===== config.mk =====
export PLATFORM = sky130hd
export DESIGN_NAME = report_frame_filter_extract
export DESIGN_NICKNAME = d
export VERILOG_FILES = /design/src/sv/rff_pkg.sv /design/src/sv/rff_front.sv /design/src/sv/rff_queue.sv /design/src/sv/report_frame_filter_extract.sv
export SDC_FILE = /design/constraint.sdc
export NUM_CORES = 1
export LEC_CHECK = 0
export ABC_AREA = 1
export ABC_CLOCK_PERIOD_IN_PS = 14900
export BUFFER_PORTS_ARGS = -buffer_cell sky130_fd_sc_hd__buf_2
export CAP_MARGIN = 20
export CORE_ASPECT_RATIO = 1.2
export CORE_UTILIZATION = 45
export CTS_BUF_LIST = sky130_fd_sc_hd__clkbuf_4 sky130_fd_sc_hd__clkbuf_8
export CTS_CLUSTER_SIZE = 25
export DETAILED_ROUTE_END_ITERATION = 7
export PLACE_DENSITY = 0.73
export SYNTH_ARGS = -nofsm -noshare
export SYNTH_HDL_FRONTEND = slang
export SYNTH_SLANG_ARGS = --single-unit

===== constraint.sdc =====
create_clock -name clk_i -period 14.9 [get_ports clk_i]
set_input_delay 1.49 -clock clk_i [delete_from_list [all_inputs] [get_ports clk_i]]
set_output_delay 1.49 -clock clk_i [all_outputs]
set_load 0.1 [all_outputs]

===== src/sv/rff_pkg.sv =====
// Shared types and constants for the report frame filter.
`timescale 1ns / 1ps

package rff_pkg;

  // Byte counter width, holds any frame size limit up to 255
  localparam int unsigned CntW = 8;

  // Frame layout
  localparam int unsigned MinHeaderLen = 15;
  localparam int unsigned MinReportLen = 27;
  localparam int unsigned AddrFirst    = 2;
  localparam int unsigned AddrLast     = 7;
  localparam int unsigned FieldFirst   = 8;
  localparam int unsigned FieldLast    = 26;
  localparam int unsigned FieldBytes   = FieldLast - FieldFirst + 1;

  // Register reset values
  localparam logic [7:0]  HeaderReset  = 8'h42;
  localparam logic [47:0] AddrReset    = 48'hAABB_CCCC_BBAA;
  localparam logic [7:0]  IdLowReset   = 8'd2;
  localparam logic [7:0]  IdHighReset  = 8'd9;

  // Register indexes (byte address / 8)
  localparam logic [1:0] RegHeader = 2'd0;
  localparam logic [1:0] RegAddr   = 2'd1;
  localparam logic [1:0] RegIdLow  = 2'd2;
  localparam logic [1:0] RegIdHigh = 2'd3;

  // Result queue depth
  localparam int unsigned QueueDepth = 2;

  typedef enum logic [2:0] {
    StOk       = 3'd0,
    StCrc      = 3'd1,
    StShortHdr = 3'd2,
    StHeader   = 3'd3,
    StAddress  = 3'd4,
    StShortRpt = 3'd5,
    StIdRange  = 3'd6
  } rff_status_e;

  typedef struct packed {
    logic [7:0]  header_byte;
    logic [47:0] device_address;
    logic [7:0]  node_id_min;
    logic [7:0]  node_id_max;
  } rff_cfg_t;

  typedef struct packed {
    rff_status_e        status;
    logic [7:0]         node_id;
    logic [7:0]         slot_num;
    logic signed [15:0] pos_x;
    logic signed [15:0] pos_y;
    logic [31:0]        icept_raw;
    logic [31:0]        slope_raw;
    logic signed [31:0] tdelta;
    logic [7:0]         next_channel;
    logic signed [7:0]  report_rssi;
  } rff_report_t;

endpackage


===== src/sv/rff_front.sv =====
// Front end: counts and checks frame bytes, builds one report per frame.
`timescale 1ns / 1ps

module rff_front #(
  parameter int unsigned MAX_FRAME_BYTES = 128
) (
  input  logic               clk_i,
  input  logic               rst_ni,
  input  rff_pkg::rff_cfg_t  cfg_i,
  input  logic               in_valid_i,
  output logic               in_ready_o,
  input  logic [7:0]         data_byte_i,
  input  logic               frame_end_i,
  input  logic               crc_ok_i,
  input  logic signed [7:0]  signal_strength_i,
  input  logic               push_ready_i,
  output logic               push_o,
  output rff_pkg::rff_report_t report_o
);
  import rff_pkg::*;

  localparam logic [CntW-1:0] MaxCnt = CntW'(MAX_FRAME_BYTES);

  logic [CntW-1:0] count_q, count_d, count_n;
  logic            header_bad_q, header_bad_d, header_bad_n;
  logic            address_bad_q, address_bad_d, address_bad_n;
  logic [7:0]      field_q [FieldBytes];
  logic [7:0]      field_n [FieldBytes];
  logic            accept, in_frame;
  logic [2:0]      addr_sel;
  logic [7:0]      addr_byte;
  rff_status_e     status;

  assign in_ready_o = push_ready_i;
  assign accept     = in_valid_i & in_ready_o;
  assign in_frame   = count_q < MaxCnt;

  // Expected address octet for positions 2..7
  assign addr_sel  = 3'(count_q - CntW'(AddrFirst));
  always_comb begin
    case (addr_sel)
      3'd0:    addr_byte = cfg_i.device_address[7:0];
      3'd1:    addr_byte = cfg_i.device_address[15:8];
      3'd2:    addr_byte = cfg_i.device_address[23:16];
      3'd3:    addr_byte = cfg_i.device_address[31:24];
      3'd4:    addr_byte = cfg_i.device_address[39:32];
      3'd5:    addr_byte = cfg_i.device_address[47:40];
      default: addr_byte = 8'h00;
    endcase
  end

  // Frame state after taking in the current byte
  always_comb begin
    count_n       = count_q;
    header_bad_n  = header_bad_q;
    address_bad_n = address_bad_q;
    for (int k = 0; k < FieldBytes; k++) begin
      field_n[k] = field_q[k];
    end
    if (in_frame) begin
      if (count_q == '0 && data_byte_i != cfg_i.header_byte) begin
        header_bad_n = 1'b1;
      end
      if (count_q >= CntW'(AddrFirst) && count_q <= CntW'(AddrLast) &&
          data_byte_i != addr_byte) begin
        address_bad_n = 1'b1;
      end
      for (int k = 0; k < FieldBytes; k++) begin
        if (count_q == CntW'(k + FieldFirst)) begin
          field_n[k] = data_byte_i;
        end
      end
      count_n = count_q + 1'b1;
    end
  end

  // Check order: crc, short header, header, address, short report, id range
  always_comb begin
    if (!crc_ok_i) begin
      status = StCrc;
    end else if (count_n < CntW'(MinHeaderLen)) begin
      status = StShortHdr;
    end else if (header_bad_n) begin
      status = StHeader;
    end else if (address_bad_n) begin
      status = StAddress;
    end else if (count_n < CntW'(MinReportLen)) begin
      status = StShortRpt;
    end else if (field_n[0] < cfg_i.node_id_min ||
                 field_n[0] > cfg_i.node_id_max) begin
      status = StIdRange;
    end else begin
      status = StOk;
    end
  end

  // Report record, fields zero unless accepted
  always_comb begin
    report_o        = '0;
    report_o.status = status;
    if (status == StOk) begin
      report_o.node_id      = field_n[0];
      report_o.slot_num     = field_n[1];
      report_o.pos_x        = {field_n[3], field_n[2]};
      report_o.pos_y        = {field_n[5], field_n[4]};
      report_o.icept_raw    = {field_n[9], field_n[8], field_n[7], field_n[6]};
      report_o.slope_raw    = {field_n[13], field_n[12], field_n[11], field_n[10]};
      report_o.tdelta       = {field_n[17], field_n[16], field_n[15], field_n[14]};
      report_o.next_channel = field_n[18];
      report_o.report_rssi  = signal_strength_i;
    end
  end

  assign push_o = accept & frame_end_i;

  // Next frame state, cleared at frame end
  always_comb begin
    count_d       = count_q;
    header_bad_d  = header_bad_q;
    address_bad_d = address_bad_q;
    if (accept) begin
      if (frame_end_i) begin
        count_d       = '0;
        header_bad_d  = 1'b0;
        address_bad_d = 1'b0;
      end else begin
        count_d       = count_n;
        header_bad_d  = header_bad_n;
        address_bad_d = address_bad_n;
      end
    end
  end

  always_ff @(posedge clk_i or negedge rst_ni) begin
    if (!rst_ni) begin
      count_q       <= '0;
      header_bad_q  <= 1'b0;
      address_bad_q <= 1'b0;
    end else begin
      count_q       <= count_d;
      header_bad_q  <= header_bad_d;
      address_bad_q <= address_bad_d;
    end
  end

  // Captured report bytes; a frame that reaches OK rewrites all of them
  always_ff @(posedge clk_i) begin
    if (accept) begin
      for (int k = 0; k < FieldBytes; k++) begin
        field_q[k] <= field_n[k];
      end
    end
  end

endmodule


===== src/sv/rff_queue.sv =====
// Back end: short report queue whose head drives the result channel.
`timescale 1ns / 1ps

module rff_queue (
  input  logic                 clk_i,
  input  logic                 rst_ni,
  input  logic                 push_i,
  output logic                 push_ready_o,
  input  rff_pkg::rff_report_t push_data_i,
  output logic                 out_valid_o,
  input  logic                 out_ready_i,
  output rff_pkg::rff_report_t out_data_o
);
  import rff_pkg::*;

  localparam int unsigned PtrW = (QueueDepth > 1) ? $clog2(QueueDepth) : 1;
  localparam int unsigned CntQW = $clog2(QueueDepth + 1);

  rff_report_t      mem_q [QueueDepth];
  logic [PtrW-1:0]  wr_ptr_q, wr_ptr_d, rd_ptr_q, rd_ptr_d;
  logic [CntQW-1:0] cnt_q, cnt_d;
  logic             pop;

  assign out_valid_o  = cnt_q != '0;
  assign pop          = out_valid_o & out_ready_i;
  assign push_ready_o = (cnt_q != CntQW'(QueueDepth)) | pop;
  assign out_data_o   = mem_q[rd_ptr_q];

  // Pointer and fill update
  always_comb begin
    wr_ptr_d = wr_ptr_q;
    rd_ptr_d = rd_ptr_q;
    cnt_d    = cnt_q;
    if (push_i) begin
      wr_ptr_d = (wr_ptr_q == PtrW'(QueueDepth - 1)) ? '0 : wr_ptr_q + 1'b1;
    end
    if (pop) begin
      rd_ptr_d = (rd_ptr_q == PtrW'(QueueDepth - 1)) ? '0 : rd_ptr_q + 1'b1;
    end
    if (push_i && !pop) begin
      cnt_d = cnt_q + 1'b1;
    end else if (pop && !push_i) begin
      cnt_d = cnt_q - 1'b1;
    end
  end

  always_ff @(posedge clk_i or negedge rst_ni) begin
    if (!rst_ni) begin
      wr_ptr_q <= '0;
      rd_ptr_q <= '0;
      cnt_q    <= '0;
    end else begin
      wr_ptr_q <= wr_ptr_d;
      rd_ptr_q <= rd_ptr_d;
      cnt_q    <= cnt_d;
    end
  end

  always_ff @(posedge clk_i) begin
    if (push_i) begin
      mem_q[wr_ptr_q] <= push_data_i;
    end
  end

endmodule


===== src/sv/report_frame_filter_extract.sv =====
// Top level: config registers, frame checker front end, report queue.
// A report is written into the report queue when its frame_end byte is accepted.
// Throughput: one byte per cycle; the front end stalls only when the
// two-entry report queue is full and its head is not being taken.
// Reset (rst_ni, async, active low) restores register defaults, clears the
// frame counter and check flags and empties the queue; no clearing pass.
`timescale 1ns / 1ps

module report_frame_filter_extract #(
  parameter int unsigned MAX_FRAME_BYTES = 128
) (
  input  logic               clk_i,
  input  logic               rst_ni,
  // APB configuration port
  input  logic               psel,
  input  logic               penable,
  input  logic               pwrite,
  input  logic [4:0]         paddr,
  input  logic [63:0]        pwdata,
  output logic [63:0]        prdata,
  output logic               pready,
  // Byte input channel
  input  logic               in_valid_i,
  output logic               in_ready_o,
  input  logic [7:0]         data_byte_i,
  input  logic               frame_end_i,
  input  logic               crc_ok_i,
  input  logic signed [7:0]  signal_strength_i,
  // Report output channel
  output logic               out_valid_o,
  input  logic               out_ready_i,
  output logic [2:0]         status_o,
  output logic [7:0]         node_id_o,
  output logic [7:0]         slot_num_o,
  output logic signed [15:0] pos_x_o,
  output logic signed [15:0] pos_y_o,
  output logic [31:0]        icept_raw_o,
  output logic [31:0]        slope_raw_o,
  output logic signed [31:0] tdelta_o,
  output logic [7:0]         next_channel_o,
  output logic signed [7:0]  report_rssi_o
);
  import rff_pkg::*;

  rff_cfg_t    cfg_q, cfg_d;
  logic [1:0]  reg_sel;
  logic        wr_en;
  logic        push, push_ready;
  rff_report_t push_data, head;

  // Register file, 8-byte stride
  assign pready  = 1'b1;
  assign reg_sel = paddr[4:3];
  assign wr_en   = psel & penable & pwrite & pready;

  always_comb begin
    cfg_d = cfg_q;
    if (wr_en) begin
      case (reg_sel)
        RegHeader: cfg_d.header_byte    = pwdata[7:0];
        RegAddr:   cfg_d.device_address = pwdata[47:0];
        RegIdLow:  cfg_d.node_id_min    = pwdata[7:0];
        RegIdHigh: cfg_d.node_id_max    = pwdata[7:0];
        default:   cfg_d = cfg_q;
      endcase
    end
  end

  always_comb begin
    case (reg_sel)
      RegHeader: prdata = {56'd0, cfg_q.header_byte};
      RegAddr:   prdata = {16'd0, cfg_q.device_address};
      RegIdLow:  prdata = {56'd0, cfg_q.node_id_min};
      RegIdHigh: prdata = {56'd0, cfg_q.node_id_max};
      default:   prdata = '0;
    endcase
  end

  always_ff @(posedge clk_i or negedge rst_ni) begin
    if (!rst_ni) begin
      cfg_q.header_byte    <= HeaderReset;
      cfg_q.device_address <= AddrReset;
      cfg_q.node_id_min    <= IdLowReset;
      cfg_q.node_id_max    <= IdHighReset;
    end else begin
      cfg_q <= cfg_d;
    end
  end

  rff_front #(
    .MAX_FRAME_BYTES(MAX_FRAME_BYTES)
  ) u_front (
    .clk_i,
    .rst_ni,
    .cfg_i             (cfg_q),
    .in_valid_i,
    .in_ready_o,
    .data_byte_i,
    .frame_end_i,
    .crc_ok_i,
    .signal_strength_i,
    .push_ready_i      (push_ready),
    .push_o            (push),
    .report_o          (push_data)
  );

  rff_queue u_queue (
    .clk_i,
    .rst_ni,
    .push_i       (push),
    .push_ready_o (push_ready),
    .push_data_i  (push_data),
    .out_valid_o,
    .out_ready_i,
    .out_data_o   (head)
  );

  // Unpack the head report onto the result ports
  assign status_o       = head.status;
  assign node_id_o      = head.node_id;
  assign slot_num_o     = head.slot_num;
  assign pos_x_o        = head.pos_x;
  assign pos_y_o        = head.pos_y;
  assign icept_raw_o    = head.icept_raw;
  assign slope_raw_o    = head.slope_raw;
  assign tdelta_o       = head.tdelta;
  assign next_channel_o = head.next_channel;
  assign report_rssi_o  = head.report_rssi;

endmodule


Word-level counts from Yosys, hierarchy flattened

Memory sizes are Yosys's and may differ from the RTL's.
Cells that the tools add are included.

Divide/modulo/power cells: 0
$lt $le $gt $ge: 7
Shift-type cells: 0
Equal/unequal tests: 30
Multiplexer cells: 45
Reductions and logical operators: 18
Multiply operators: 0
$add $sub $neg: 6
Bitwise gates (word level): 6

Operators by type and width:

| kind                                                                             | count |
|---|---|
| 64-bit case mux with 4 select lines                                              | 1 |
| 8-bit 2-to-1 mux                                                                 | 21 |
| 160-bit 2-to-1 mux                                                               | 1 |
| 152-bit 2-to-1 mux                                                               | 1 |
| 8-bit by 5-bit equality test with 1-bit output, second input constant            | 11 |
| 8-bit by 4-bit equality test with 1-bit output, second input constant            | 8 |
| 8-bit case mux with 6 select lines                                               | 1 |
| 3-bit 2-to-1 mux                                                                 | 6 |
| 8-bit inequality test                                                            | 2 |
| 1-bit 2-to-1 mux                                                                 | 12 |
| 8-bit by 1-bit adder with 8-bit output, second input constant                    | 1 |
| 8-bit by 2-bit >= comparator with 1-bit output, second input constant            | 1 |
| 8-bit greater-than comparator                                                    | 1 |
| 8-bit by 3-bit less-or-equal comparator with 1-bit output, second input constant | 1 |
| 8-bit logical NOT                                                                | 1 |
| 8-bit by 4-bit less-than comparator with 1-bit output, second input constant     | 1 |
| 8-bit by 5-bit less-than comparator with 1-bit output, second input constant     | 1 |
| 8-bit less-than comparator                                                       | 1 |
| 8-bit less-than comparator, second input constant                                | 1 |
| 2-bit AND reduction                                                              | 4 |
| 3-bit by 2-bit equality test with 1-bit output, second input constant            | 2 |
| 3-bit equality test, second input constant                                       | 2 |
| 3-bit logical NOT                                                                | 2 |
| 1-bit bitwise AND                                                                | 5 |
| 15 further kinds                                                                 | 24 |

Bits in registers: 86
Word-level logic and storage cells: 124
Memory bits (writable): 478
Bits in latches: 0
Memories kept: 2
Output and inout port bits: 230
Memory bits (read-only): 0

Memories:

| memory          | words | width | rd ports | clocked after memory_dff | write ports | RTL line        | text |
|---|---|---|---|---|---|---|---|
| u_queue.mem_q   | 2     | 163   | 1        | 0                        | 1           | rff_queue.sv:19 | `rff_report_t mem_q [QueueDepth];` |
| u_front.field_q | 19    | 8     | 19       | 0                        | 19          | rff_front.sv:27 | `logic [7:0] field_q [FieldBytes];` |

Longest topological paths before layout

Gate-level depths: netlist (run 1).

Depth in word-level cells: 13
Mapped depth: 25
Gate-level depth less buffers: 21

By module

A second synthesis (run 1) with hierarchy kept.

Cells, all modules: 2604
Area total of the unflattened synthesis: 25688.4 sq um

By module, submodules not included:

| module                      | cells an instance | times used | area an instance (sq um) | sequential area each (sq um) |
|---|---|---|---|---|
| rff_queue                   | 879               | 1          | 12167.9                  | 9889.5 |
| rff_front                   | 1258              | 1          | 9995.8                   | 4814.6 |
| report_frame_filter_extract | 467               | 1          | 3524.6                   | 1843.0 |

Worst setup path after synthesis (run 1)

OpenSTA, ideal clock, no wires.

Kind: input port to flip-flop
Start: input port out_ready_i
End: memory u_queue.mem_q[0][0] (netlist name), enable pin
Buffers on the path: 0
Slack: 4384 ps
Arrival: 9829 ps
Stages on the path: 6
Required time: 14212 ps
Setup time: 688 ps
Cell sequence: nand2_1 > nand3_1 > nand2_1 > nor2_1 > inv_1 > nor2_1

Cells in the longest elaborated chain, start to end: 6

RTL lines:

| element                                | RTL line                          | text |
|---|---|---|
| start: declaration                     | report_frame_filter_extract.sv:31 | `input logic out_ready_i,` |
| 1-bit bitwise AND                      | rff_queue.sv:25                   | `assign pop = out_valid_o & out_ready_i;` |
| 1-bit OR                               | rff_queue.sv:26                   | `assign push_ready_o = (cnt_q != CntQW'(QueueDepth)) \| pop;` |
| via in_ready_o                         | report_frame_filter_extract.sv:24 | `output logic in_ready_o,` |
| 1-bit bitwise AND                      | rff_front.sv:35                   | `assign accept = in_valid_i & in_ready_o;` |
| 1-bit bitwise AND                      | rff_front.sv:114                  | `assign push_o = accept & frame_end_i;` |
| via push                               | report_frame_filter_extract.sv:48 | `logic push, push_ready;` |
| 1-bit 2-to-1 mux                       | rff_queue.sv:60                   | `if (push_i) begin` |
| 1-bit 2-to-1 mux (not written as such) | rff_queue.sv:61                   | `mem_q[wr_ptr_q] <= push_data_i;` |
| end: declaration                       | rff_queue.sv:19                   |  |

The timed path passes the listed nets, and every way through them passes these cells.

Worst setup path after layout (run 1)

Start: register u_queue.rd_ptr_q
End: output port icept_raw_o[10]

Cells in the longest elaborated chain, start to end: 1

RTL lines:

| element                  | RTL line                          | text |
|---|---|---|
| start: declaration       | rff_queue.sv:20                   | `logic [PtrW-1:0] wr_ptr_q, wr_ptr_d, rd_ptr_q, rd_ptr_d;` |
| start signal: assignment | rff_queue.sv:54                   | `rd_ptr_q <= rd_ptr_d;` |
| memory 2 x 163 bit       | n/a                               |  |
| end: declaration         | report_frame_filter_extract.sv:37 | `output logic [31:0] icept_raw_o,` |

No other way between the ends.

==> key figures, run 1 <==
Setup path
  – Startpoint type of the worst setup path: flop
  – Crit path kind: reg -> out
  – Setup slack, reg-to-reg: 10.45 ns
  – Worst Path Max Fanout: 90
  – Type of element capturing the critical path: output port
  – Endpoint required time on the critical path: between 10 and 15 ns
  – Arrival @ worst endpoint: between 3 and 4 ns

Route
  – DRC marker count from the first detailed-route iteration: approximately 1300
  – Wirelength per Cell: about 17 um
  – Vias: 17600
  – Number of detailed-route iterations in the first pass: 5
  – Post-route DRC: 0
  – Post-Route WL: 62000 um
  – Via count normalized by instance count: 4.89
  – DRT antenna net count: 0

GRT
  – Global-route wire length before repair: 94800 um
  – Total GRT Usage: 22.0%
  – Vias in the first global route: around 17000
  – Largest net degree at the start of global routing: 103
  – Antenna violations before repair: 2
  – Total global routing overflow: 0

Worst hold path
  – Class of the tightest hold or removal check: reg -> reg

Layout
  – Number of nets in the final layout: 2924
  – Share of final-layout standard cells stronger than drive strength 1: between 10% and 20%
  – Filler instances: between 4000 and 5000
  – Layout-stage area growth over the synthesis result: 15.0%

Logic synthesis
  – Number of flip-flops and latches in the synthesized netlist: 564
  – Synth warn: 0
  – Post-synthesis area per instance: a little under 10 um2
  – Sequential share of the synthesized area: 66.1%
  – Cells after Synth: about 2500
  – Most area-consuming cells after synthesis: sky130_fd_sc_hd__edfxtp_1 57%, sky130_fd_sc_hd__nand2_1 12%, sky130_fd_sc_hd__dfrtp_1 5.3%
  – Yosys top cell by area: sky130_fd_sc_hd__edfxtp_1
  – Area fraction of the dominant cell type after synthesis: a little under three fifths
  – Synth unique cells: 37
  – Synth Cell Area: 25000 um2

Floorplan
  – Number of core rows: 94
  – Die span in x: 217 um
  – Area of the core region: roughly 55000 um2
  – Die Y-Extent: ~260 um
  – Total I/O pin count: 324
  – Effective utilization at floorplan: 45.6%
  – Overall die area: 56500 um2

Place
  – Worst-case setup slack after placement: 9.15 ns
  – Quantity of I/O buffers inserted on ports: 287
  – Weighted congestion at the end of routability-driven global placement: between 0.8 and 0.9
  – Final HPWL from detailed placement: 38600 um

Clock network
  – Library cell used as clock root buffer: sky130_fd_sc_hd__clkbuf_8
  – TritonCTS clock tree: built
  – Post-CTS Hold Buffers: 0
  – Number of resized instances in the post-cts repair step: 0
  – # Post-CTS Setup Buffers: 0
  – Max Buffers Root-to-Sink: 3
  – Clock latency on the worst-skew pair: around 0.66 ns
  – # H-tree levels: 3
  – Clock sink count: 564
  – TritonCTS Buffers: 86
  – Clock slew seen by the registers of the worst setup and hold paths: 0.07 ns

Pwr
  – Power density of the placed cells: around 220 nW/um2
  – Leakage Power: 13.0 nW
  – Max VDD drop: approximately 0.00025 V

Timing
  – Total negative setup slack: 0 ns
  – Final hold viol count: 0
  – Min Clock Period, post-route: between 5 and 6 ns
  – Crit share post-route: between 30 and 40%
  – Setup repair after global routing missed its margin: false
  – Setup clock skew after layout: 0.0268 ns
  – Worst slew margin relative to its limit: 23.9%
  – Fin. max-slew vios: 0
  – Pin slew with the least headroom to its limit: around 1.1 ns
  – Highest clock frequency the design can meet: 183 MHz
  – Final setup margin: 9.42 ns
  – Count of endpoints failing setup in the final report: 0

Outcome
  – Outcome: completed

Run
  – Number of maximum-capacitance constraint violations: 0
## cell usage in the layout (no fill, tap or decap), types with 17 or more instances in the layout
| cell | count |
|---|---|
| sky130_fd_sc_hd__dfrtp_1 | 52 |
| sky130_fd_sc_hd__nand2_1 | 822 |
| sky130_fd_sc_hd__clkbuf_4 | 30 |
| sky130_fd_sc_hd__dfstp_2 | 33 |
| sky130_fd_sc_hd__a21oi_1 | 29 |
| sky130_fd_sc_hd__ha_1 | 25 |
| sky130_fd_sc_hd__nor2_1 | 231 |
| sky130_fd_sc_hd__o21ai_0 | 210 |
| sky130_fd_sc_hd__buf_2 | 286 |
| sky130_fd_sc_hd__inv_1 | 345 |
| sky130_fd_sc_hd__nand3_1 | 50 |
| sky130_fd_sc_hd__buf_4 | 18 |
| sky130_fd_sc_hd__clkbuf_8 | 95 |
| sky130_fd_sc_hd__conb_1 | 17 |
| sky130_fd_sc_hd__edfxtp_1 | 478 |
## Yosys cell counts (all sizes together)
| cell type | n |
|---|---|
| o21ai | 215 |
| clkinv | 4 |
| nor2 | 257 |
| xnor2 | 9 |
| or2 | 2 |
| dfstp | 33 |
| inv | 357 |
| xor2 | 8 |
| edfxtp | 478 |
| buf | 39 |
| a21oi | 31 |
| o22ai | 7 |
| dfrtp | 53 |
| clkbuf | 94 |
| nor3 | 8 |
| a211oi | 4 |
| nand2 | 824 |
| a311oi | 1 |
| ha | 25 |
| conb | 2 |
| nor3b | 1 |
| o2111ai | 8 |
| nand4 | 11 |
| nand3 | 51 |
| o211ai | 1 |
## flip-flops by register name (all words and copies together), names as in the netlist
name	count
u_queue.rd_ptr_q	1
u_front.count_q	8
cfg_q	72
u_queue.mem_q	326
u_front.address_bad_q	1
u_queue.cnt_q	2
u_front.field_q	152
u_queue.wr_ptr_q	1
u_front.header_bad_q	1
## final timing paths
check,endpoint,cells past startpoint,startpoint
worst min register to register,u_queue.cnt_q[0],1,u_queue.cnt_q[0]
max in group asynchronous,u_front.count_q[3],2,rst_ni
min in group asynchronous,u_queue.wr_ptr_q,1,rst_ni
worst max-delay path,icept_raw_o[10],5,u_queue.rd_ptr_q
worst min-delay path,u_queue.cnt_q[0],1,u_queue.cnt_q[0]
worst max register to register,u_queue.mem_q[1][51],20,u_front.count_q[1]
## worst max-delay path: stages, from the launching register on
cell                      delay [ns]
sky130_fd_sc_hd__dfrtp_4        0.78
sky130_fd_sc_hd__inv_4          0.77
sky130_fd_sc_hd__buf_4          0.86
sky130_fd_sc_hd__nand2_1        0.12
sky130_fd_sc_hd__nand2_1        0.17
sky130_fd_sc_hd__buf_2          0.45
## layout make-up
type	instances	area [um2]	area share, %
Timing Repair Buffer	312	1710	5.95
Multi-Input combinational cell	1480	6550	22.7
Sequential cell	564	16600	57.5
Clock buffer	123	1510	5.23
Clock inverter	30	199	0.691
Antenna cell	1	2.50	0.00870
Tap cell	720	901	3.13
Inverter	361	1360	4.73
## kinds of logic (layout without fill, tap and decap cells)
family	after synthesis	after routing	synth area share, %
adder cells (fa/ha/maj)	25	25	1.25
AO/OA/AOI/OAI	267	267	5.59
AND/OR/NAND/NOR	1154	1154	18.3
XOR/XNOR	17	17	0.595
buffers and inverters	494	826	8.09
flip-flops	564	564	66.1
other	2	18	0.0300
## metal layers
| metal | up-vias | share of wire (%) | track usage [%] |
|---|---|---|---|
| met2 | 637 | 50 | 38.0 |
| met1 | 8199 | 41 | 27.7 |
| met5 | - | 0 | 0 |
| met3 | 94 | 6.3 | 3.96 |
| li1 | 8640 | - | - |
| met4 | 0 | 2.6 | 8.14 |
## metrics by stage
step / utilization [%] / instances / area (um2) / total power, mW / hold WS (ns)
detailed placement: 49.0 / 3429 / 26900 / 4.99 / 0.466
finish: 52.4 / 3591 / 28800 / 6.22 / 0.476
floorplan: - / 2538 / 25100 / 4.48 / 0.446
CTS: 52.1 / 3582 / 28600 / 6.27 / 0.476
global route: 52.4 / 3591 / 28800 / 6.49 / 0.508
global placement: 49.0 / 3429 / 26900 / 4.95 / 0.461
## report_power, final
group	internal (mW)	switching, mW	total, mW
clock network	0.685	0.588	1.27
logic	0.392	2.39	2.78
registers	2.04	0.123	2.16
Note: power is estimated with default switching activity, not from simulation.
==> run 2: changes to the inputs <==
--- a/config.mk
+++ b/config.mk
@@ -6,7 +6,7 @@
 export NUM_CORES = 1
 export LEC_CHECK = 0
 export ABC_AREA = 1
-export ABC_CLOCK_PERIOD_IN_PS = 14900
+export ABC_CLOCK_PERIOD_IN_PS = 5400
 export BUFFER_PORTS_ARGS = -buffer_cell sky130_fd_sc_hd__buf_2
 export CAP_MARGIN = 20
 export CORE_ASPECT_RATIO = 1.2
==> constraint.sdc (replaced) <==
create_clock -name clk_i -period 5.4 [get_ports clk_i]
set_input_delay 0.54 -clock clk_i [delete_from_list [all_inputs] [get_ports clk_i]]
set_output_delay 0.54 -clock clk_i [all_outputs]
set_load 0.1 [all_outputs]
==> run 2 against run 1 <==
Via count is 1.5% higher. Highest routed layer is now met5. Largest cell class unchanged. Cell count is 0.31% higher. Worst setup slack worse by 8.5 ns. Critical path depth is 14 higher. Global-route usage is 0.11 points lower. Combinational power grew to 2.8 times the previous value. Sequential cell count stayed put. Critical endpoint is now u_queue.mem_q[1][105]. Non-clock buffer count is 10 higher. Hold slack worse by 0.40 ns. First-iteration DRC count is 2.9% lower. Critical path type is now reg -> reg.
==> key figures, run 2 (synthesized netlist as in run 1, its figures left out) <==
Outcome
  – Outcome: completed

Setup path
  – Crit path kind: reg -> reg
  – Startpoint type of the worst setup path: flop
  – Endpoint required time on the critical path: 5.90 ns
  – Arrival @ worst endpoint: 4.94 ns
  – Type of element capturing the critical path: flop
  – R2r worst-path depth: 19
  – Worst Path Max Fanout: 31

Timing
  – Worst hold slack: 0.0754 ns
  – Fin. max-slew vios: 0
  – Total negative setup slack: 0 ns
  – Worst slew margin relative to its limit: 26.5%
  – Setup repair after global routing missed its margin: false
  – Count of endpoints failing setup in the final report: 0
  – Highest clock frequency the design can meet: 225 MHz
  – Setup clock skew after layout: 0.0207 ns
  – Pin slew with the least headroom to its limit: 1.10 ns
  – Final hold viol count: 0
  – Crit share post-route: between 80% and 90%
  – Min Clock Period, post-route: 4.45 ns

Layout
  – Final standard cell count with taps included and fillers excluded: ~3600
  – Cell area after layout: between 20000 and 30000 um2
  – Registers with the highest flip-flop counts: u_queue.mem_q x326, u_front.field_q x152, cfg_q x72
  – Leading cell type in the layout, fill and taps excluded: sky130_fd_sc_hd__nand2_1
  – Flip-flop count of the largest register after layout: approximately 330
  – Register ranked first by flip-flop count: u_queue.mem_q
  – Most frequent cells in the layout: 822 x sky130_fd_sc_hd__nand2_1, 478 x sky130_fd_sc_hd__edfxtp_1, 345 x sky130_fd_sc_hd__inv_1
  – Share of final-layout standard cells stronger than drive strength 1: 19.0%
  – Final core utilization: 52.5%
  – Number of nets in the final layout: 2936
  – Layout-stage area growth over the synthesis result: 15.3%

Pwr
  – Cell-internal power: 8.55 mW
  – Power density of the placed cells: 594 nW/um2
  – Net switching component of the power: 8.57 mW
  – Gate power share: a little under half
  – Max VDD drop: 0.000605 V
  – Clock share of power: 20.3%
  – Switching power share of the total: approximately 50%
  – Leakage Power: 13.1 nW
  – Proportion of power drawn by flip-flops and latches: 34.6%

Clock network
  – # H-tree levels: 3
  – TritonCTS Buffers: 88
  – Number of resized instances in the post-cts repair step: 0
  – Clock sink count: around 560
  – Library cell used as clock root buffer: sky130_fd_sc_hd__clkbuf_8
  – TritonCTS clock tree: built
  – Clock slew seen by the registers of the worst setup and hold paths: 0.06 ns
  – Clock latency on the worst-skew pair: 0.68 ns
  – Max Buffers Root-to-Sink: 3

GRT
  – Total GRT Usage: 21.9%
  – Antenna violations before repair: 5
  – Met3 capacity usage during global routing: 3.78%
  – Most used routing layer in global routing: met2
  – Met2 global-route usage: 37.1%
  – Global-route met1 utilization: 27.0%
  – Largest net degree at the start of global routing: 110
  – Vias in the first global route: ~17000
  – Global-route wire length before repair: roughly 95000 um
  – Total global routing overflow: 0

Place
  – Weighted congestion at the end of routability-driven global placement: 0.874
  – Quantity of I/O buffers inserted on ports: 287
  – Final HPWL from detailed placement: 39000 um
  – Count of placed standard cells including taps: ~3400
  – Instance area at placement: 27100 um2

Route
  – Wirelength per Cell: 17.2 um
  – Vias: 17800
  – Number of detailed-route iterations in the first pass: 5
  – Via count normalized by instance count: 4.95
  – DRT antenna net count: 0
  – Post-route DRC: 0
  – Post-Route WL: 61900 um
  – DRC marker count from the first detailed-route iteration: 1234

Worst hold path
  – Class of the tightest hold or removal check: in -> reg
  – Instance count along the most critical hold path: 3

Floorplan
  – Die Y-Extent: 260 um
  – Area of the core region: 54900 um2
  – Number of core rows: 94
  – Total I/O pin count: 324
  – Overall die area: 56500 um2
  – Effective utilization at floorplan: 45.6%
  – Die span in x: 217 um

Run
  – Number of maximum-capacitance constraint violations: 0
run 2: layer usage:
metal	part of all wire (%)	wire length, um
met5	0.048	30
met4	4.1	2540
met3	6.2	3830
met2	49	30200
met1	41	25300
run 2: cell type report:
type                       instances  area (um2)
fill                            4785       26100
sequential                       564       16600
multi-input combinational       1480        6550
timing repair buffer             322        1800
clock buffer                     124        1500
inverter                         361        1370
tap                              720         901
clock inverter                    29         165
antenna                            2        5.00
run 2: repair_timing:
item,CTS,global route
endpoints found under the hold margin,0,13
setup buffers,0,0
hold buffers,0,1
run 2: worst max-delay path: stages, from the launching register on:
cell,delay [ns]
sky130_fd_sc_hd__dfrtp_1,0.43
sky130_fd_sc_hd__inv_1,0.21
sky130_fd_sc_hd__ha_1,0.29
sky130_fd_sc_hd__nand3_2,0.16
sky130_fd_sc_hd__nor2_4,0.31
sky130_fd_sc_hd__nand2_1,0.08
sky130_fd_sc_hd__o21ai_0,0.15
sky130_fd_sc_hd__inv_1,0.14
sky130_fd_sc_hd__ha_1,0.35
sky130_fd_sc_hd__nand4_1,0.11
sky130_fd_sc_hd__inv_1,0.09
sky130_fd_sc_hd__nand3_1,0.07
sky130_fd_sc_hd__o21ai_0,0.28
sky130_fd_sc_hd__nand2_1,0.09
sky130_fd_sc_hd__nor2_1,0.09
sky130_fd_sc_hd__nand2_1,0.05
sky130_fd_sc_hd__nand2_1,0.12
sky130_fd_sc_hd__nand4_4,0.57
sky130_fd_sc_hd__buf_4,0.47
sky130_fd_sc_hd__nor2_1,0.19
run 2: worst paths after layout:
| check | endpoint | start | slack (ns) |
|---|---|---|---|
| worst max-delay path | u_queue.mem_q[1][105] | u_front.count_q[1] | 0.95 |
| max in group asynchronous | cfg_q[47] | rst_ni | 4.47 |
| worst min register to register | u_queue.cnt_q[0] | u_queue.cnt_q[0] | 0.48 |
| worst max register to register | u_queue.mem_q[1][105] | u_front.count_q[1] | 0.95 |
| worst min-delay path | cfg_q[54] | pwdata[38] | 0.08 |
| min in group asynchronous | cfg_q[13] | rst_ni | 0.26 |
run 2: metrics by stage:
stage	setup slack, ns	power (mW)
global placement	1.15	13.7
detailed placement	1.02	13.8
global route	0.498	17.9
CTS	0.955	17.2
finish	0.954	17.1
floorplan	0.0284	12.3
run 2: power groups by stage:
stage,clock [mW],combinational [mW],sequential (mW)
after floorplan,0,6.39,5.91
after global placement,0,7.69,5.97
after detailed placement,0,7.76,6.00
after CTS,3.55,7.78,5.92
after global routing,3.72,8.16,5.98
final,3.47,7.73,5.92
==> run 3: changes to the inputs <==
--- a/config.mk
+++ b/config.mk
@@ -6,7 +6,7 @@
 export NUM_CORES = 1
 export LEC_CHECK = 0
 export ABC_AREA = 1
-export ABC_CLOCK_PERIOD_IN_PS = 5400
+export ABC_CLOCK_PERIOD_IN_PS = 3600
 export BUFFER_PORTS_ARGS = -buffer_cell sky130_fd_sc_hd__buf_2
 export CAP_MARGIN = 20
 export CORE_ASPECT_RATIO = 1.2
@@ -14,7 +14,7 @@
 export CTS_BUF_LIST = sky130_fd_sc_hd__clkbuf_4 sky130_fd_sc_hd__clkbuf_8
 export CTS_CLUSTER_SIZE = 25
 export DETAILED_ROUTE_END_ITERATION = 7
-export PLACE_DENSITY = 0.73
+export PLACE_DENSITY = 0.75
 export SYNTH_ARGS = -nofsm -noshare
 export SYNTH_HDL_FRONTEND = slang
 export SYNTH_SLANG_ARGS = --single-unit
==> constraint.sdc (replaced) <==
create_clock -name clk_i -period 3.6 [get_ports clk_i]
set_input_delay 0.36 -clock clk_i [delete_from_list [all_inputs] [get_ports clk_i]]
set_output_delay 0.36 -clock clk_i [all_outputs]
set_load 0.1 [all_outputs]
==> run 3 against run 2 <==
Via count grew 1.4%. Largest cell class unchanged. Non-clock buffer count grew 94. Sequential share of layout area is 2.6 points lower. Wire length is 2.1% higher. Hold slack worse by 0.012 ns. Fmax increased by 30%. Largest power group unchanged. Register-to-register slack worse by 0.77 ns.
==> key figures, run 3 (synthesized netlist as in run 1, its figures left out) <==
Timing
  – Setup clock skew after layout: 0.0446 ns
  – Highest clock frequency the design can meet: 293 MHz
  – Final hold viol count: 0
  – Min Clock Period, post-route: 3.41 ns
  – Final setup margin: 0.186 ns
  – Setup repair after global routing missed its margin: true
  – Count of endpoints failing setup in the final report: 0
  – Fin. max-slew vios: 0
  – Worst hold slack: 0.0633 ns
  – Worst slew margin relative to its limit: between 20% and 30%
  – Pin slew with the least headroom to its limit: between 1 and 1.5 ns
  – Crit share post-route: 94.8%

Route
  – DRT antenna net count: 0
  – DRC marker count from the first detailed-route iteration: 1125
  – Number of detailed-route iterations in the first pass: 7
  – Post-route DRC: 0
  – Via count normalized by instance count: 4.88
  – Post-Route WL: 63200 um
  – Wirelength per Cell: 17.1 um
  – Vias: 18100

Pwr
  – Clock share of power: 20.4%
  – Power density of the placed cells: roughly 860 nW/um2
  – Switching power share of the total: 49.8%
  – Proportion of power drawn by flip-flops and latches: about 34%
  – Max VDD drop: 0.000912 V
  – Cell-internal power: 13.1 mW
  – Gate power share: 45.9%
  – Leakage Power: 13.6 nW
  – Net switching component of the power: 13.0 mW

Clock network
  – # H-tree levels: 3
  – TritonCTS Buffers: 86
  – Max Buffers Root-to-Sink: 3
  – Clock sink count: around 560
  – Clock slew seen by the registers of the worst setup and hold paths: 0.06 ns
  – Clock latency on the worst-skew pair: ~0.70 ns
  – TritonCTS clock tree: built
  – Library cell used as clock root buffer: sky130_fd_sc_hd__clkbuf_8

Layout
  – Most frequent cells in the layout: 818 x sky130_fd_sc_hd__nand2_1, 478 x sky130_fd_sc_hd__edfxtp_1, 341 x sky130_fd_sc_hd__inv_1
  – Layout-stage area growth over the synthesis result: 20.8%
  – Share of final-layout standard cells stronger than drive strength 1: between 20% and 30%
  – Register ranked first by flip-flop count: u_queue.mem_q
  – Registers with the highest flip-flop counts: u_queue.mem_q x326, u_front.field_q x152, cfg_q x72
  – Filler instances: 4584
  – Leading cell type in the layout, fill and taps excluded: sky130_fd_sc_hd__nand2_1
  – Number of nets in the final layout: 3029
  – Cell area after layout: 30200 um2
  – Flip-flop count of the largest register after layout: between 300 and 400
  – Final standard cell count with taps included and fillers excluded: 3704

Setup path
  – Endpoint required time on the critical path: 4.10 ns
  – Arrival @ worst endpoint: 3.91 ns
  – R2r worst-path depth: 20
  – Cell with the most instances on the worst path: sky130_fd_sc_hd__nand2_1
  – Worst Path Buf+Inv: 5
  – Slowest cell on crit path: sky130_fd_sc_hd__ha_1
  – Critical path, cell by cell: inv_1 > buf_4 > ha_1 > buf_4 > nand2_1 > o21ai_1 > nor2_1 > nand2_1 > nand2_1 > nand2_1 > nand3_1 > nor2_1 > nand2_1 > a21oi_2 > nand2_1 > nand2_2 > nand4_4 > buf_4 > clkbuf_16 > nor2_1
  – Worst Path Max Fanout: 13
  – Category of cells accounting for the largest share of critical-path delay: simple AND/OR/NAND/NOR gates
  – Source of the critical timing path: u_front.count_q[1]
  – Startpoint of the worst register-to-register path: u_front.count_q[1]
  – Setup slack, reg-to-reg: about 0.19 ns
  – Crit path kind: reg -> reg
  – Startpoint type of the worst setup path: flop
  – Type of element capturing the critical path: flop
  – Endpoint of the most critical register-to-register path: u_queue.mem_q[0][147]
  – Worst stage delay on the critical path: ~0.35 ns

Floorplan
  – Die Y-Extent: roughly 260 um
  – Total I/O pin count: 324
  – Number of core rows: 94
  – Effective utilization at floorplan: 45.6%
  – Overall die area: 56500 um2
  – Area of the core region: 54900 um2
  – Die span in x: 217 um

Place
  – Weighted congestion at the end of routability-driven global placement: between 0.8 and 0.9
  – Final HPWL from detailed placement: 38700 um
  – Instance area at placement: about 27000 um2
  – Quantity of I/O buffers inserted on ports: 287
  – Worst-case setup slack after placement: 0.109 ns
  – Count of placed standard cells including taps: 3471

GRT
  – Vias in the first global route: 17200
  – Total GRT Usage: ~22%
  – Global-route wire length before repair: around 90000 um
  – Total global routing overflow: 0
  – Largest net degree at the start of global routing: around 160
  – Antenna violations before repair: 7

Run
  – Number of maximum-capacitance constraint violations: 0

Worst hold path
  – Worst min-delay path endpoint: u_queue.mem_q[1][7]
  – Instance count along the most critical hold path: 3
  – Hold_sp: signal_strength_i[7]
  – Class of the tightest hold or removal check: in -> reg

Outcome
  – Outcome: completed
==> run 3: cell count changes in the layout (fill, tap and decap cells not counted), sizes merged <==
cell	delta
buf	+34
bufinv	+2
clkbuf	-4
clkinv	+7
clkinvlp	-1
diode	+2
dlygate4sd3	+57
inv	+4
nor2	+1
==> run 3: metal layers <==
layer  GRT usage, %  vias to the layer above  part of all wire, %
met5              0                        -                0.043
met4           10.7                        4                  4.0
met3           3.79                      135                  6.2
met2           36.5                      656                   49
met1           26.5                     8441                   41
li1               -                     8857                    -
==> run 3: worst min-delay path: stages <==
cell and delay [ns]:
sky130_fd_sc_hd__buf_2 0.10, sky130_fd_sc_hd__inv_1 0.05, sky130_fd_sc_hd__nor2_1 0.05
==> run 3: area by class of cell <==
type                            instances  area [um2]  area share, %
Inverter                              361        1370           4.52
Clock inverter                         41         283          0.936
Tap cell                              720         901           2.98
Antenna cell                            4        10.0         0.0331
Clock buffer                          117        1450           4.79
Sequential cell                       564       16600           54.8
Timing Repair Buffer                  416        2840           9.38
Multi-Input combinational cell       1481        6830           22.6
==> run 3: how the worst max path moves through the flow <==
stage,cells after the start,slack [ns],to
2_1_floorplan,8,-0.62,u_queue.mem_q[0][0]
3_3_place_gp,20,0.15,u_queue.mem_q[0][6]
3_5_place_dp,20,0.11,u_queue.mem_q[0][6]
4_1_cts,20,0.05,u_queue.mem_q[0][143]
5_1_grt,21,-0.006,u_queue.mem_q[0][119]
6_report,20,0.19,u_queue.mem_q[0][147]
==> run 3: power by group through the flow <==
stage	Clock [mW]	Combinational, mW	Sequential (mW)
5_1_grt	5.68	12.6	8.89
3_5_place_dp	0	11.9	8.92
2_1_floorplan	0	9.62	8.86
3_3_place_gp	0	11.8	8.87
4_1_cts	5.42	12.0	8.79
6_report	5.33	12.0	8.79
==> run 3: repair_timing <==
| item | CTS | global route |
|---|---|---|
| endpoints found under the hold margin | 127 | 0 |
| setup buffers | 0 | 5 |
| setup endpoints to repair | 0 | 320 |
| hold buffers | 58 | 0 |
| resized for setup | 0 | 78 |
==> run 3: stage by stage <==
step / TNS [ns] / utilization (%) / total power [mW]
6_report: 0 / 55.0 / 26.1
5_1_grt: -0.0243 / 55.0 / 27.2
4_1_cts: 0 / 54.2 / 26.2
3_5_place_dp: 0 / 50.0 / 20.8
3_3_place_gp: 0 / 50.0 / 20.7
2_1_floorplan: -199.14 / - / 18.5
